--- src/rtl/core/cfc_pkg.sv ---
// types and constants shared by the colour sensor reader
`timescale 1ns / 1ps
`default_nettype none

package cfc_pkg;

    localparam logic [1:0] FILTER_RED   = 2'd0;
    localparam logic [1:0] FILTER_BLUE  = 2'd1;
    localparam logic [1:0] FILTER_GREEN = 2'd3;

    localparam logic [2:0] KIND_NONE  = 3'd0;
    localparam logic [2:0] KIND_RED   = 3'd1;
    localparam logic [2:0] KIND_BLUE  = 3'd2;
    localparam logic [2:0] KIND_GREEN = 3'd3;
    localparam logic [2:0] KIND_CLASS = 3'd4;

    localparam logic [2:0] CLASS_RED     = 3'd0;
    localparam logic [2:0] CLASS_BLUE    = 3'd1;
    localparam logic [2:0] CLASS_YELLOW  = 3'd2;
    localparam logic [2:0] CLASS_GREEN   = 3'd3;
    localparam logic [2:0] CLASS_UNKNOWN = 3'd4;

    localparam logic [1:0] PHASE_RED   = 2'd0;
    localparam logic [1:0] PHASE_BLUE  = 2'd1;
    localparam logic [1:0] PHASE_GREEN = 2'd2;
    localparam logic [1:0] PHASE_CLASS = 2'd3;

    localparam logic [15:0] WINDOW_RESET = 16'd20000;
    localparam logic [9:0]  DISP_MAX     = 10'd999;

    // window result before digit split
    typedef struct packed {
        logic [1:0]  filter_select;
        logic [2:0]  report_kind;
        logic [15:0] window_count;
        logic [9:0]  disp_value;
        logic        digits_saturated;
        logic [2:0]  colour_class;
    } win_rec_t;

    // result as presented on the output channel
    typedef struct packed {
        logic [1:0]  filter_select;
        logic [2:0]  report_kind;
        logic [15:0] window_count;
        logic [3:0]  hundreds_digit;
        logic [3:0]  tens_digit;
        logic [3:0]  ones_digit;
        logic        digits_saturated;
        logic [2:0]  colour_class;
    } result_t;

endpackage

`default_nettype wire

--- src/rtl/core/cfc_window_ctrl.sv ---
// window counting, filter sequencing and colour classification stage
`timescale 1ns / 1ps
`default_nettype none

module cfc_window_ctrl #(
    parameter int COUNT_WIDTH = 16
) (
    input  wire              aclk,
    input  wire              aresetn,
    input  wire              cfg_wr_en,
    input  wire [15:0]       cfg_wr_data,
    input  wire              in_valid,
    output logic             in_ready,
    input  wire              in_pulse,
    input  wire              in_tick,
    output logic             rec_valid,
    input  wire              rec_ready,
    output cfc_pkg::win_rec_t rec
);
    import cfc_pkg::*;

    logic [15:0]            window_length_reg;
    logic [COUNT_WIDTH-1:0] pulse_total_reg, pulse_total_next, pulse_inc;
    logic [15:0]            tick_total_reg, tick_total_next, tick_inc;
    logic [1:0]             phase_reg, phase_next;
    logic [7:0]             red_level_reg, red_level_next;
    logic [7:0]             blue_level_reg, blue_level_next;
    logic [7:0]             green_level_reg, green_level_next;
    logic [1:0]             filter_reg, filter_next;
    logic                   rec_valid_reg;
    win_rec_t               rec_reg, rec_next;
    logic [15:0]            limit;
    logic                   window_end;
    logic [31:0]            cnt_ext;
    logic [2:0]             cls;
    logic [9:0]             r, b, g;
    logic                   accept;

    assign in_ready  = !rec_valid_reg || rec_ready;
    assign accept    = in_valid && in_ready;
    assign rec_valid = rec_valid_reg;
    assign rec       = rec_reg;

    assign pulse_inc  = in_pulse ? pulse_total_reg + 1'b1 : pulse_total_reg;
    assign tick_inc   = tick_total_reg + 16'd1;
    assign limit      = (window_length_reg == 16'd0) ? 16'd1 : window_length_reg;
    assign window_end = in_tick && (tick_inc >= limit);
    assign cnt_ext    = 32'(pulse_inc);

    assign r = {2'b00, red_level_reg};
    assign b = {2'b00, blue_level_reg};
    assign g = {2'b00, green_level_reg};

    // priority order: red, blue, yellow, green
    always_comb begin
        if (r + 10'd5 > b + g) begin
            cls = CLASS_RED;
        end else if ((b + 10'd8 > r) && (b + 10'd2 > g)) begin
            cls = CLASS_BLUE;
        end else if ((g < r + 10'd3) && (g > b + 10'd15)) begin
            cls = CLASS_YELLOW;
        end else if ((g + 10'd5 > r) && (g > b)) begin
            cls = CLASS_GREEN;
        end else begin
            cls = CLASS_UNKNOWN;
        end
    end

    always_comb begin
        pulse_total_next = pulse_inc;
        tick_total_next  = in_tick ? tick_inc : tick_total_reg;
        phase_next       = phase_reg;
        red_level_next   = red_level_reg;
        blue_level_next  = blue_level_reg;
        green_level_next = green_level_reg;
        filter_next      = filter_reg;
        rec_next         = '0;
        if (window_end) begin
            pulse_total_next = '0;
            tick_total_next  = '0;
            if (phase_reg == PHASE_CLASS) begin
                rec_next.report_kind  = KIND_CLASS;
                rec_next.colour_class = cls;
                phase_next            = PHASE_RED;
            end else begin
                rec_next.window_count     = (cnt_ext > 32'h0000_FFFF) ? 16'hFFFF
                                                                      : cnt_ext[15:0];
                rec_next.digits_saturated = (cnt_ext > 32'd999);
                rec_next.disp_value       = (cnt_ext > 32'd999) ? DISP_MAX : cnt_ext[9:0];
                phase_next                = phase_reg + 2'd1;
                case (phase_reg)
                    PHASE_RED: begin
                        rec_next.report_kind = KIND_RED;
                        red_level_next       = pulse_inc[7:0];
                        filter_next          = FILTER_BLUE;
                    end
                    PHASE_BLUE: begin
                        rec_next.report_kind = KIND_BLUE;
                        blue_level_next      = pulse_inc[7:0];
                        filter_next          = FILTER_GREEN;
                    end
                    default: begin
                        rec_next.report_kind = KIND_GREEN;
                        green_level_next     = pulse_inc[7:0];
                        filter_next          = FILTER_RED;
                    end
                endcase
            end
        end
        rec_next.filter_select = filter_next;
    end

    always_ff @(posedge aclk) begin
        if (!aresetn) begin
            window_length_reg <= WINDOW_RESET;
        end else if (cfg_wr_en) begin
            window_length_reg <= cfg_wr_data;
        end
    end

    always_ff @(posedge aclk) begin
        if (!aresetn) begin
            pulse_total_reg <= '0;
            tick_total_reg  <= '0;
            phase_reg       <= PHASE_RED;
            red_level_reg   <= '0;
            blue_level_reg  <= '0;
            green_level_reg <= '0;
            filter_reg      <= FILTER_RED;
        end else if (accept) begin
            pulse_total_reg <= pulse_total_next;
            tick_total_reg  <= tick_total_next;
            phase_reg       <= phase_next;
            red_level_reg   <= red_level_next;
            blue_level_reg  <= blue_level_next;
            green_level_reg <= green_level_next;
            filter_reg      <= filter_next;
        end
    end

    always_ff @(posedge aclk) begin
        if (!aresetn) begin
            rec_valid_reg <= 1'b0;
        end else if (in_ready) begin
            rec_valid_reg <= in_valid;
        end
    end

    always_ff @(posedge aclk) begin
        if (accept) begin
            rec_reg <= rec_next;
        end
    end

endmodule

`default_nettype wire

--- src/rtl/core/cfc_digit_split.sv ---
// splits a count of at most 999 into three decimal digits
`timescale 1ns / 1ps
`default_nettype none

module cfc_digit_split (
    input  wire cfc_pkg::win_rec_t rec,
    output cfc_pkg::result_t       res
);
    import cfc_pkg::*;

    logic [15:0] hund_prod;
    logic [3:0]  hund;
    logic [9:0]  hund_part;
    logic [6:0]  rem100;
    logic [14:0] tens_prod;
    logic [3:0]  tens;
    logic [6:0]  tens_part;
    logic [6:0]  ones_wide;

    // x / 100 == (x * 41) >> 12 for x below 1000
    assign hund_prod = 16'(rec.disp_value) * 16'd41;
    assign hund      = hund_prod[15:12];
    assign hund_part = 10'(hund) * 10'd100;
    assign rem100    = 7'(rec.disp_value - hund_part);
    // x / 10 == (x * 205) >> 11 for x below 100
    assign tens_prod = 15'(rem100) * 15'd205;
    assign tens      = tens_prod[14:11];
    assign tens_part = 7'(tens) * 7'd10;
    assign ones_wide = rem100 - tens_part;

    always_comb begin
        res.filter_select    = rec.filter_select;
        res.report_kind      = rec.report_kind;
        res.window_count     = rec.window_count;
        res.hundreds_digit   = hund;
        res.tens_digit       = tens;
        res.ones_digit       = ones_wide[3:0];
        res.digits_saturated = rec.digits_saturated;
        res.colour_class     = rec.colour_class;
    end

endmodule

`default_nettype wire

--- src/rtl/core/cfc_skid_buffer.sv ---
// output register with skid entry so the request side sees a registered ready
`timescale 1ns / 1ps
`default_nettype none

module cfc_skid_buffer (
    input  wire              aclk,
    input  wire              aresetn,
    input  wire              in_valid,
    output logic             in_ready,
    input  wire cfc_pkg::result_t in_data,
    output logic             out_valid,
    input  wire              out_ready,
    output cfc_pkg::result_t out_data
);
    import cfc_pkg::*;

    logic    out_valid_reg;
    logic    skid_valid_reg;
    result_t out_data_reg;
    result_t skid_data_reg;
    logic    in_fire;

    assign in_ready  = !skid_valid_reg;
    assign in_fire   = in_valid && !skid_valid_reg;
    assign out_valid = out_valid_reg;
    assign out_data  = out_data_reg;

    always_ff @(posedge aclk) begin
        if (!aresetn) begin
            out_valid_reg  <= 1'b0;
            skid_valid_reg <= 1'b0;
        end else if (out_ready || !out_valid_reg) begin
            if (skid_valid_reg) begin
                skid_valid_reg <= 1'b0;
            end else begin
                out_valid_reg <= in_fire;
            end
        end else if (in_fire) begin
            skid_valid_reg <= 1'b1;
        end
    end

    always_ff @(posedge aclk) begin
        if (out_ready || !out_valid_reg) begin
            if (skid_valid_reg) begin
                out_data_reg <= skid_data_reg;
            end else if (in_fire) begin
                out_data_reg <= in_data;
            end
        end else if (in_fire) begin
            skid_data_reg <= in_data;
        end
    end

endmodule

`default_nettype wire

--- src/rtl/core/rgb_pulse_color_classifier_unit.sv ---
// top level of the light-to-frequency colour sensor reader
// usage:
//   the input channel (s_valid/s_ready) carries one request per clock while
//   s_ready is high, with the pulse and tick flags; every accepted request
//   gives exactly one result on the output channel (m_valid/m_ready).
//   windows of window_length ticks run red, blue, green, then a classify
//   window; count windows report the count and three digits, the classify
//   window reports the colour class. m_filter_select drives the sensor filter.
//   the window length register is written through cfg_wr_en/cfg_wr_data with
//   no wait state; a length of zero acts as one.
// timing:
//   a result is registered by the single counting stage, goes through the digit
//   split and is registered again by the output register with one skid entry;
//   one request is taken every cycle while s_ready is high.
// reset and stall:
//   synchronous active-low reset clears counters, levels and the filter to red
//   and sets the window length to 20000. when the receiver stalls, up to three
//   results are held (stage, output and skid registers) before s_ready falls;
//   nothing is dropped.
`timescale 1ns / 1ps
`default_nettype none

module rgb_pulse_color_classifier_unit #(
    parameter int COUNT_WIDTH = 16
) (
    input  wire         aclk,
    input  wire         aresetn,
    input  wire         cfg_wr_en,
    input  wire  [15:0] cfg_wr_data,
    input  wire         s_valid,
    output logic        s_ready,
    input  wire         s_pulse,
    input  wire         s_tick,
    output logic        m_valid,
    input  wire         m_ready,
    output logic [1:0]  m_filter_select,
    output logic [2:0]  m_report_kind,
    output logic [15:0] m_window_count,
    output logic [3:0]  m_hundreds_digit,
    output logic [3:0]  m_tens_digit,
    output logic [3:0]  m_ones_digit,
    output logic        m_digits_saturated,
    output logic [2:0]  m_colour_class
);
    import cfc_pkg::*;

    logic     rec_valid;
    logic     rec_ready;
    win_rec_t rec;
    result_t  res;
    result_t  out_res;

    cfc_window_ctrl #(
        .COUNT_WIDTH (COUNT_WIDTH)
    ) u_window_ctrl (
        .aclk        (aclk),
        .aresetn     (aresetn),
        .cfg_wr_en   (cfg_wr_en),
        .cfg_wr_data (cfg_wr_data),
        .in_valid    (s_valid),
        .in_ready    (s_ready),
        .in_pulse    (s_pulse),
        .in_tick     (s_tick),
        .rec_valid   (rec_valid),
        .rec_ready   (rec_ready),
        .rec         (rec)
    );

    cfc_digit_split u_digit_split (
        .rec (rec),
        .res (res)
    );

    cfc_skid_buffer u_skid_buffer (
        .aclk      (aclk),
        .aresetn   (aresetn),
        .in_valid  (rec_valid),
        .in_ready  (rec_ready),
        .in_data   (res),
        .out_valid (m_valid),
        .out_ready (m_ready),
        .out_data  (out_res)
    );

    assign m_filter_select    = out_res.filter_select;
    assign m_report_kind      = out_res.report_kind;
    assign m_window_count     = out_res.window_count;
    assign m_hundreds_digit   = out_res.hundreds_digit;
    assign m_tens_digit       = out_res.tens_digit;
    assign m_ones_digit       = out_res.ones_digit;
    assign m_digits_saturated = out_res.digits_saturated;
    assign m_colour_class     = out_res.colour_class;

endmodule

`default_nettype wire
--- config.mk ---
export PLATFORM = sky130hd
export DESIGN_NAME = rgb_pulse_color_classifier_unit
export DESIGN_NICKNAME = d
export VERILOG_FILES = /design/src/rtl/core/cfc_pkg.sv /design/src/rtl/core/cfc_window_ctrl.sv /design/src/rtl/core/cfc_digit_split.sv /design/src/rtl/core/cfc_skid_buffer.sv /design/src/rtl/core/rgb_pulse_color_classifier_unit.sv
export SDC_FILE = /design/constraint.sdc
export NUM_CORES = 1
export LEC_CHECK = 0
export BUFFER_PORTS_ARGS = -buffer_cell sky130_fd_sc_hd__buf_2
export CORE_AREA = 2 2 191 193
export DETAILED_ROUTE_END_ITERATION = 12
export DIE_AREA = 0 0 193 195
export PLACE_DENSITY = 0.49
export RECOVER_POWER = 25
export REMOVE_ABC_BUFFERS = 1
export SYNTH_ARGS = -nofsm -noshare
export SYNTH_HDL_FRONTEND = slang
export SYNTH_SLANG_ARGS = --single-unit
--- constraint.sdc ---
create_clock -name aclk -period 11.5 [get_ports aclk]
set_clock_uncertainty 0.15 [all_clocks]
set_input_delay 1.15 -clock aclk [delete_from_list [all_inputs] [get_ports aclk]]
set_output_delay 1.15 -clock aclk [all_outputs]
set_load 0.005 [all_outputs]
==> Word-level counts from Yosys, hierarchy flattened <==
Index checks and enable logic that the tools add are counted.
{ "totals": {"out_inout_bits": 39, "ff_bits": 188} }
{ "classes": {"mux": 18, "bitwise_logic": 6, "eq_ne": 2, "n_reduce_logical": 30, "n_lt_le_gt_ge": 10, "multipliers": 4, "n_addsub": 12} }
{ "op_table": {"columns": ["operator", "count"], "rows": [
  ["16-bit 2-to-1 mux", 6],
  ["37-bit 2-to-1 mux", 2],
  ["16-bit by 1-bit adder with 16-bit output, second input constant", 2],
  ["10-bit by 8-bit > comparator with 1-bit output", 3],
  ["8-bit by 2-bit adder with 9-bit output, second input constant", 2],
  ["8-bit by 3-bit adder with 9-bit output, second input constant", 2],
  ["8-bit by 4-bit adder with 9-bit output, second input constant", 2],
  ["16-bit >= comparator", 1],
  ["16-bit by 10-bit > comparator with 1-bit output, second input constant", 1],
  ["16-bit > comparator, second input constant", 1],
  ["16-bit logical NOT", 1],
  ["10-bit by 6-bit multiplier with 16-bit output, second input constant", 1],
  ["7-bit by 8-bit multiplier with 15-bit output, second input constant", 1],
  ["4-bit AND reduction", 3],
  ["10-bit > comparator", 1],
  ["8-bit by 10-bit > comparator with 1-bit output", 1],
  ["8-bit by 10-bit less-than comparator with 1-bit output", 1],
  ["10-bit 2-to-1 mux", 1],
  ["2-bit AND reduction", 5],
  ["8-bit by 8-bit adder with 9-bit output", 1],
  ["8-bit > comparator", 1],
  ["2-bit 2-to-1 mux", 4],
  ["2-bit case mux with 2 select lines", 2],
  ["7-bit subtractor", 1],
  ["18 further kinds", 36]
]} }

==> Longest topological paths before layout <==
{ "logic_depth": {"word_depth": 8, "mapped_depth": 37, "mapped_depth_nobuf": 37} }

==> Modules after synthesis <==
From an unflattened synthesis, not the netlist that was laid out.
{ "hier_totals": {"cells_unflattened": 1223, "area_unflattened_um2": 12698.4} }
{ "modules_own_cells": {"columns": ["module", "seq_area_each_um2", "instances", "cells_each", "area_each_um2"], "rows": [
  ["cfc_window_ctrl", 2592.5, 1, 893, 7975.1],
  ["cfc_skid_buffer", 2262.2, 1, 127, 2763.9],
  ["cfc_digit_split", 0.0, 1, 203, 1959.4]
]} }

==> Least setup slack after synthesis <==
Ideal clock, no wire load.
{ "synth_timing": {"kind": "register to register", "startpoint": "register u_window_ctrl.rec_reg (netlist bit u_window_ctrl.rec[5])", "endpoint": "register u_skid_buffer.out_data_reg (netlist bit u_skid_buffer.out_data[7]), data pin", "stages_incl_launch_ff": 38, "required_time_ns": 11.090, "arrival_ns": 8.151, "period_less_slack_ns": 8.561, "setup_time_ns": 0.260, "setup_slack_ns": 2.939, "n_path_buf": 0, "cell_sequence": "edfxtp_1 > ha_1 > inv_1 > fa_1 > inv_1 > ha_1 > ha_1 > a211o_1 > a31oi_1 > o21ai_1 > a31o_2 > a21oi_1 > xnor2_1 > ha_1 > inv_1 > ha_1 > nand2_1 > nor2_1 > (+2 left out) > ha_1 > ha_1 > fa_1 > inv_1 > fa_1 > inv_1 > ha_1 > a21o_1 > o311a_1 > or3_1 > o311ai_1 > ha_1 > inv_1 > fa_1 > xor2_1 > xnor2_1 > xnor2_1 > mux2_2"} }
{ "synth_lines": {"columns": ["element", "line", "rtl"], "rows": [
  ["start: declaration", "cfc_window_ctrl.sv:31", "win_rec_t rec_reg, rec_next;"],
  ["start signal: assignment", "cfc_window_ctrl.sv:151", "rec_reg <= rec_next;"],
  ["end signal: assignment", "cfc_skid_buffer.sv:46", "out_data_reg <= skid_data_reg;"],
  ["end signal: assignment", "cfc_skid_buffer.sv:48", "out_data_reg <= in_data;"],
  ["end: declaration", "cfc_skid_buffer.sv:19", "result_t out_data_reg;"]
]} }

==> impl_summary.txt <==
----------------------------------------------------
[Clock tree]
  TritonCTS clock tree ... built
  Buffers inserted by post-CTS timing repair ... 0
  Count of clock tree sinks ... 188
  Clock-pin transition on the worst setup and hold timing paths ... 0.08 ns
  CTS HTree Levels ... 4
  Quantity of gates resized following cts ... 0
  Hold buffers post-CTS ... 0
  Root buf cell ... sky130_fd_sc_hd__clkbuf_16
  Skew-Pair Late Insertion Delay ... 0.44 ns
  Clock buffer count from CTS ... 17
  Buffer depth of the longest clock path ... 2

[Global route]
  GR peak layer ... met2
  Met3 usage ... 2.59%
  GRT overflow ... 0
  Global Route met1 Usage ... 22.3%
  Vias in the first global route ... 8873
  Met2 track demand over resource ... 25.2%
  Initial antenna violation count ... 1
  Largest net degree at the start of global routing ... 48
  All-Layer GR Usage ... 15.8%
  First-pass GRT wire length ... 47200 um

[STA]
  Max-slew violation total from the final report ... 134
  Unrepaired setup endpoints after global routing ... false
  Share of the clock period used by the worst path ... 79.7%
  Worst Tran Pin Value ... 2.74 ns
  Final hold violation count ... 0
  Total Neg Setup Slack ... 0 ns
  Final critical path time including I/O delays and setup ... 9.17 ns
  Count of final setup violators ... 0
  Worst-case headroom to the max-slew limit ... -82.9%
  Peak Freq ... 0.109 GHz

[Route]
  DR vias ... 8656
  Number of design rule violations left after detail routing ... 0
  Number of nets still failing antenna checks after routing ... 0
  Detail-routed via count per cell ... 5.06
  Routed WL ... 28100 um
  Initial detailed-routing violation count ... 491
  Number of detailed-route iterations in the first pass ... 5
  Average wire per cell in the routed design ... 16.4 um

[Setup path]
  Arrival time at the worst endpoint ... 9.20 ns
  R2r endpoint ... u_skid_buffer.out_data[7]
  Setup CP Type ... reg2reg
  Critical path startpoint ... u_window_ctrl.rec[8]
  R2R cell count ... 35
  Setup slack of the most critical reg-to-reg path ... 2.33 ns
  Most common cell on crit path ... sky130_fd_sc_hd__ha_1
  Logic depth of the worst setup path including buffers ... 35
  Worst setup SP type ... flip-flop
  Critical-path cell with the highest stage delay ... sky130_fd_sc_hd__o311ai_1
  CP peak stage delay ... 0.56 ns
  Max FO, Critical Path ... 7
  Launching point of the worst reg2reg path ... u_window_ctrl.rec[8]
  Worst path buffer plus inverter count ... 4
  Critical Path Sink Type ... flip-flop
  Data required time at the worst endpoint ... 11.53 ns
  Cell family contributing the most delay on the critical path ... adder cells

[Floorplanning]
  DIE HEIGHT ... 195 um
  Area of the placeable core ... 35400 um2
  Die Width ... 193 um
  Total die area ... 37600 um2
  Number of placed I/O pins ... 62
  Initial core utilization ... 34.7%
  Row count ... 69

[Worst hold path]
  Endpoint of the worst hold-timing path ... u_skid_buffer.skid_data_reg[24]
  Min-Delay Path Class ... reg2reg
  Startpoint of the tightest hold check path ... u_window_ctrl.rec[22]
  Hold Path Cell Cnt ... 0

[Power]
  Cell Pwr Density ... 148 nW/um2
  Fraction of power spent switching nets ... 30.5%
  Worst supply voltage drop on vdd ... 0.157 mV
  Comb pwr share ... 29.8%
  Share of power burned in the clock network ... 30.1%
  Pleak ... 5.65 nW
  Share of power burned in registers ... 40.1%
  Switch Pwr ... 613 uW
  Internal cell power ... 1.40 mW

[Job]
  Number of maximum-capacitance constraint violations ... 3

[Yosys]
  Synthesis-stage register bit count ... 188
  Number of warning messages in the yosys log ... 0
  Sequential fraction of the synthesis area ... 39.5%
  Proportion of register bits with asynchronous set or reset after synthesis ... 0%
  Number of enable-type register cells in the synthesized netlist ... 109
  Most used flip-flop cell after synthesis ... sky130_fd_sc_hd__edfxtp_1
  Synth Instances ... 1195
  Post-synthesis cell type count ... 69
  Mean area per synthesized cell ... 10.3 um2
  Area of the mapped netlist ... 12300 um2

[Final layout]
  Share of cells above drive strength 1 ... 12.1%
  Area growth from synthesis to final layout ... 11.0%
  Final standard cell area without fillers ... 13600 um2
  Total number of nets in the final design ... 1443
  Fillcell total ... 3551

[Run status]
  Run status ... complete, but fails checks
  Failing checks ... capacitance limit, slew limit

[Placed design]
  Weighted congestion reported at the end of routability-driven placement ... 0.796
  Placed wire-length estimate ... 20200 um
  I/O Buffers ... 61
  Dpl cell area ... 13100 um2

----------------------------------------------------
[kinds of logic after synthesis]
family / Yosys count / share of synthesized area [%]
buffers and inverters: 144 / 4.49
AND/OR/NAND/NOR: 310 / 12.9
multiplexers: 66 / 5.74
flip-flops: 188 / 39.5
AO/OA/AOI/OAI: 215 / 11.5
XOR/XNOR: 87 / 6.20
adder cells (fa/ha/maj): 185 / 19.7
[per-layer routing]
metal,vias up,wire (um)
li1,4389,-
met3,21,783
met2,120,12900
met5,-,0
met1,4126,14100
met4,0,299
[synthesized netlist by cell type (3+ instances only)]
| library cell | number | share of area [%] |
|---|---|---|
| sky130_fd_sc_hd__a31o_2 | 6 | 0.43 |
| sky130_fd_sc_hd__nand2_1 | 86 | 2.6 |
| sky130_fd_sc_hd__xnor2_1 | 68 | 4.8 |
| sky130_fd_sc_hd__nor3_1 | 25 | 1.0 |
| sky130_fd_sc_hd__or2_2 | 4 | 0.20 |
| sky130_fd_sc_hd__nand4_1 | 19 | 0.97 |
| sky130_fd_sc_hd__a31oi_1 | 5 | 0.25 |
| sky130_fd_sc_hd__a22o_1 | 3 | 0.21 |
| sky130_fd_sc_hd__a21oi_1 | 70 | 2.8 |
| sky130_fd_sc_hd__o211ai_1 | 11 | 0.67 |
| sky130_fd_sc_hd__nand2b_1 | 13 | 0.66 |
| sky130_fd_sc_hd__mux2i_1 | 30 | 2.4 |
| sky130_fd_sc_hd__a21o_1 | 17 | 1.0 |
| sky130_fd_sc_hd__edfxtp_1 | 109 | 27 |
| sky130_fd_sc_hd__buf_2 | 4 | 0.16 |
| sky130_fd_sc_hd__o2bb2ai_1 | 4 | 0.28 |
| sky130_fd_sc_hd__nor4_1 | 5 | 0.25 |
| sky130_fd_sc_hd__mux2_2 | 36 | 3.3 |
| sky130_fd_sc_hd__a211o_1 | 8 | 0.57 |
| sky130_fd_sc_hd__o21bai_1 | 7 | 0.43 |
| sky130_fd_sc_hd__xor2_1 | 19 | 1.4 |
| sky130_fd_sc_hd__nand3_1 | 31 | 1.3 |
| sky130_fd_sc_hd__ha_1 | 169 | 17 |
| sky130_fd_sc_hd__and2_1 | 7 | 0.36 |
| sky130_fd_sc_hd__o22ai_1 | 4 | 0.20 |
| sky130_fd_sc_hd__inv_1 | 97 | 3.0 |
| sky130_fd_sc_hd__o21ai_0 | 32 | 1.3 |
| sky130_fd_sc_hd__nor2b_1 | 6 | 0.31 |
| sky130_fd_sc_hd__or4_1 | 6 | 0.37 |
| sky130_fd_sc_hd__nor3b_1 | 5 | 0.31 |
| sky130_fd_sc_hd__nor2_1 | 61 | 1.9 |
| sky130_fd_sc_hd__and3_1 | 9 | 0.46 |
| sky130_fd_sc_hd__buf_1 | 6 | 0.18 |
| sky130_fd_sc_hd__or3_1 | 13 | 0.66 |
| sky130_fd_sc_hd__clkbuf_1 | 34 | 1.0 |
| sky130_fd_sc_hd__o21a_1 | 13 | 0.79 |
| sky130_fd_sc_hd__fa_1 | 15 | 2.4 |
| sky130_fd_sc_hd__dfxtp_1 | 79 | 13 |
| sky130_fd_sc_hd__a211oi_1 | 12 | 0.73 |
| sky130_fd_sc_hd__nand3b_1 | 6 | 0.37 |
| sky130_fd_sc_hd__and4_1 | 4 | 0.28 |
| sky130_fd_sc_hd__a2111oi_0 | 3 | 0.21 |
[how the worst max path moves through the flow]
stage / to / slack, ns
after floorplan: u_skid_buffer.out_data[7] / 2.94
after detailed placement: u_skid_buffer.out_data[7] / 2.34
after CTS: u_skid_buffer.out_data[7] / 2.30
after global placement: u_skid_buffer.out_data[7] / 2.44
final: u_skid_buffer.out_data[7] / 2.33
after global routing: u_skid_buffer.out_data[7] / 1.64
[power by group through the flow]
| stage | combinational [mW] | clock [mW] | sequential, mW |
|---|---|---|---|
| 3_3_place_gp | 0.601 | 0 | 0.822 |
| 2_1_floorplan | 0.461 | 0 | 0.822 |
| 6_report | 0.601 | 0.607 | 0.807 |
| 5_1_grt | 0.720 | 0.649 | 0.810 |
| 3_5_place_dp | 0.610 | 0 | 0.823 |
| 4_1_cts | 0.615 | 0.623 | 0.807 |
[cell usage in the layout, fill, tap and decap left out, types with 11 or more instances in the layout]
| master | Yosys | layout |
|---|---|---|
| sky130_fd_sc_hd__clkbuf_16 | 0 | 17 |
| sky130_fd_sc_hd__nor2_1 | 61 | 61 |
| sky130_fd_sc_hd__dfxtp_1 | 79 | 79 |
| sky130_fd_sc_hd__o21ai_0 | 32 | 32 |
| sky130_fd_sc_hd__buf_2 | 4 | 60 |
| sky130_fd_sc_hd__fa_1 | 15 | 15 |
| sky130_fd_sc_hd__ha_1 | 169 | 169 |
| sky130_fd_sc_hd__nand4_1 | 19 | 19 |
| sky130_fd_sc_hd__nor3_1 | 25 | 25 |
| sky130_fd_sc_hd__xor2_1 | 19 | 19 |
| sky130_fd_sc_hd__o21a_1 | 13 | 13 |
| sky130_fd_sc_hd__nand2_1 | 86 | 86 |
| sky130_fd_sc_hd__a21oi_1 | 70 | 69 |
| sky130_fd_sc_hd__a21o_1 | 17 | 17 |
| sky130_fd_sc_hd__nand3_1 | 31 | 31 |
| sky130_fd_sc_hd__inv_1 | 97 | 97 |
| sky130_fd_sc_hd__edfxtp_1 | 109 | 109 |
| sky130_fd_sc_hd__nand2b_1 | 13 | 13 |
| sky130_fd_sc_hd__mux2i_1 | 30 | 30 |
| sky130_fd_sc_hd__xnor2_1 | 68 | 68 |
| sky130_fd_sc_hd__a211oi_1 | 12 | 12 |
| sky130_fd_sc_hd__o211ai_1 | 11 | 11 |
| sky130_fd_sc_hd__mux2_2 | 36 | 36 |
| sky130_fd_sc_hd__or3_1 | 13 | 13 |
[final cells by class]
cell class,instances,area [um2],area share [%]
antenna,1,2.50,0.0183
clock buffer,19,433,3.17
clock inverter,13,155,1.14
inverter,97,364,2.67
multi-input combinational,863,6900,50.6
sequential,188,4850,35.6
tap,461,577,4.23
timing repair buffer,69,357,2.61
[metrics by stage]
step	hold slack (ns)	utilization [%]	std cells	total power, mW	worst slack, ns
final	0.299	38.6	1711	2.01	2.33
after global routing	0.316	38.6	1711	2.18	1.64
after CTS	0.300	38.6	1710	2.05	2.30
after detailed placement	0.281	36.9	1678	1.43	2.34
after global placement	0.285	36.9	1678	1.42	2.44
after floorplan	0.272	-	1148	1.28	2.94
[worst register-to-register path: cells and delay by family, from the launching register on]
family	cells	cell delay (ns)
compound gates	9	2.34
xor+xnor	5	0.82
fa+ha+maj	13	4.38
buf+inv	4	0.19
flops	1	0.52
mux	1	0.28
simple gates	3	0.21
Power figures use the tool's default switching activity.
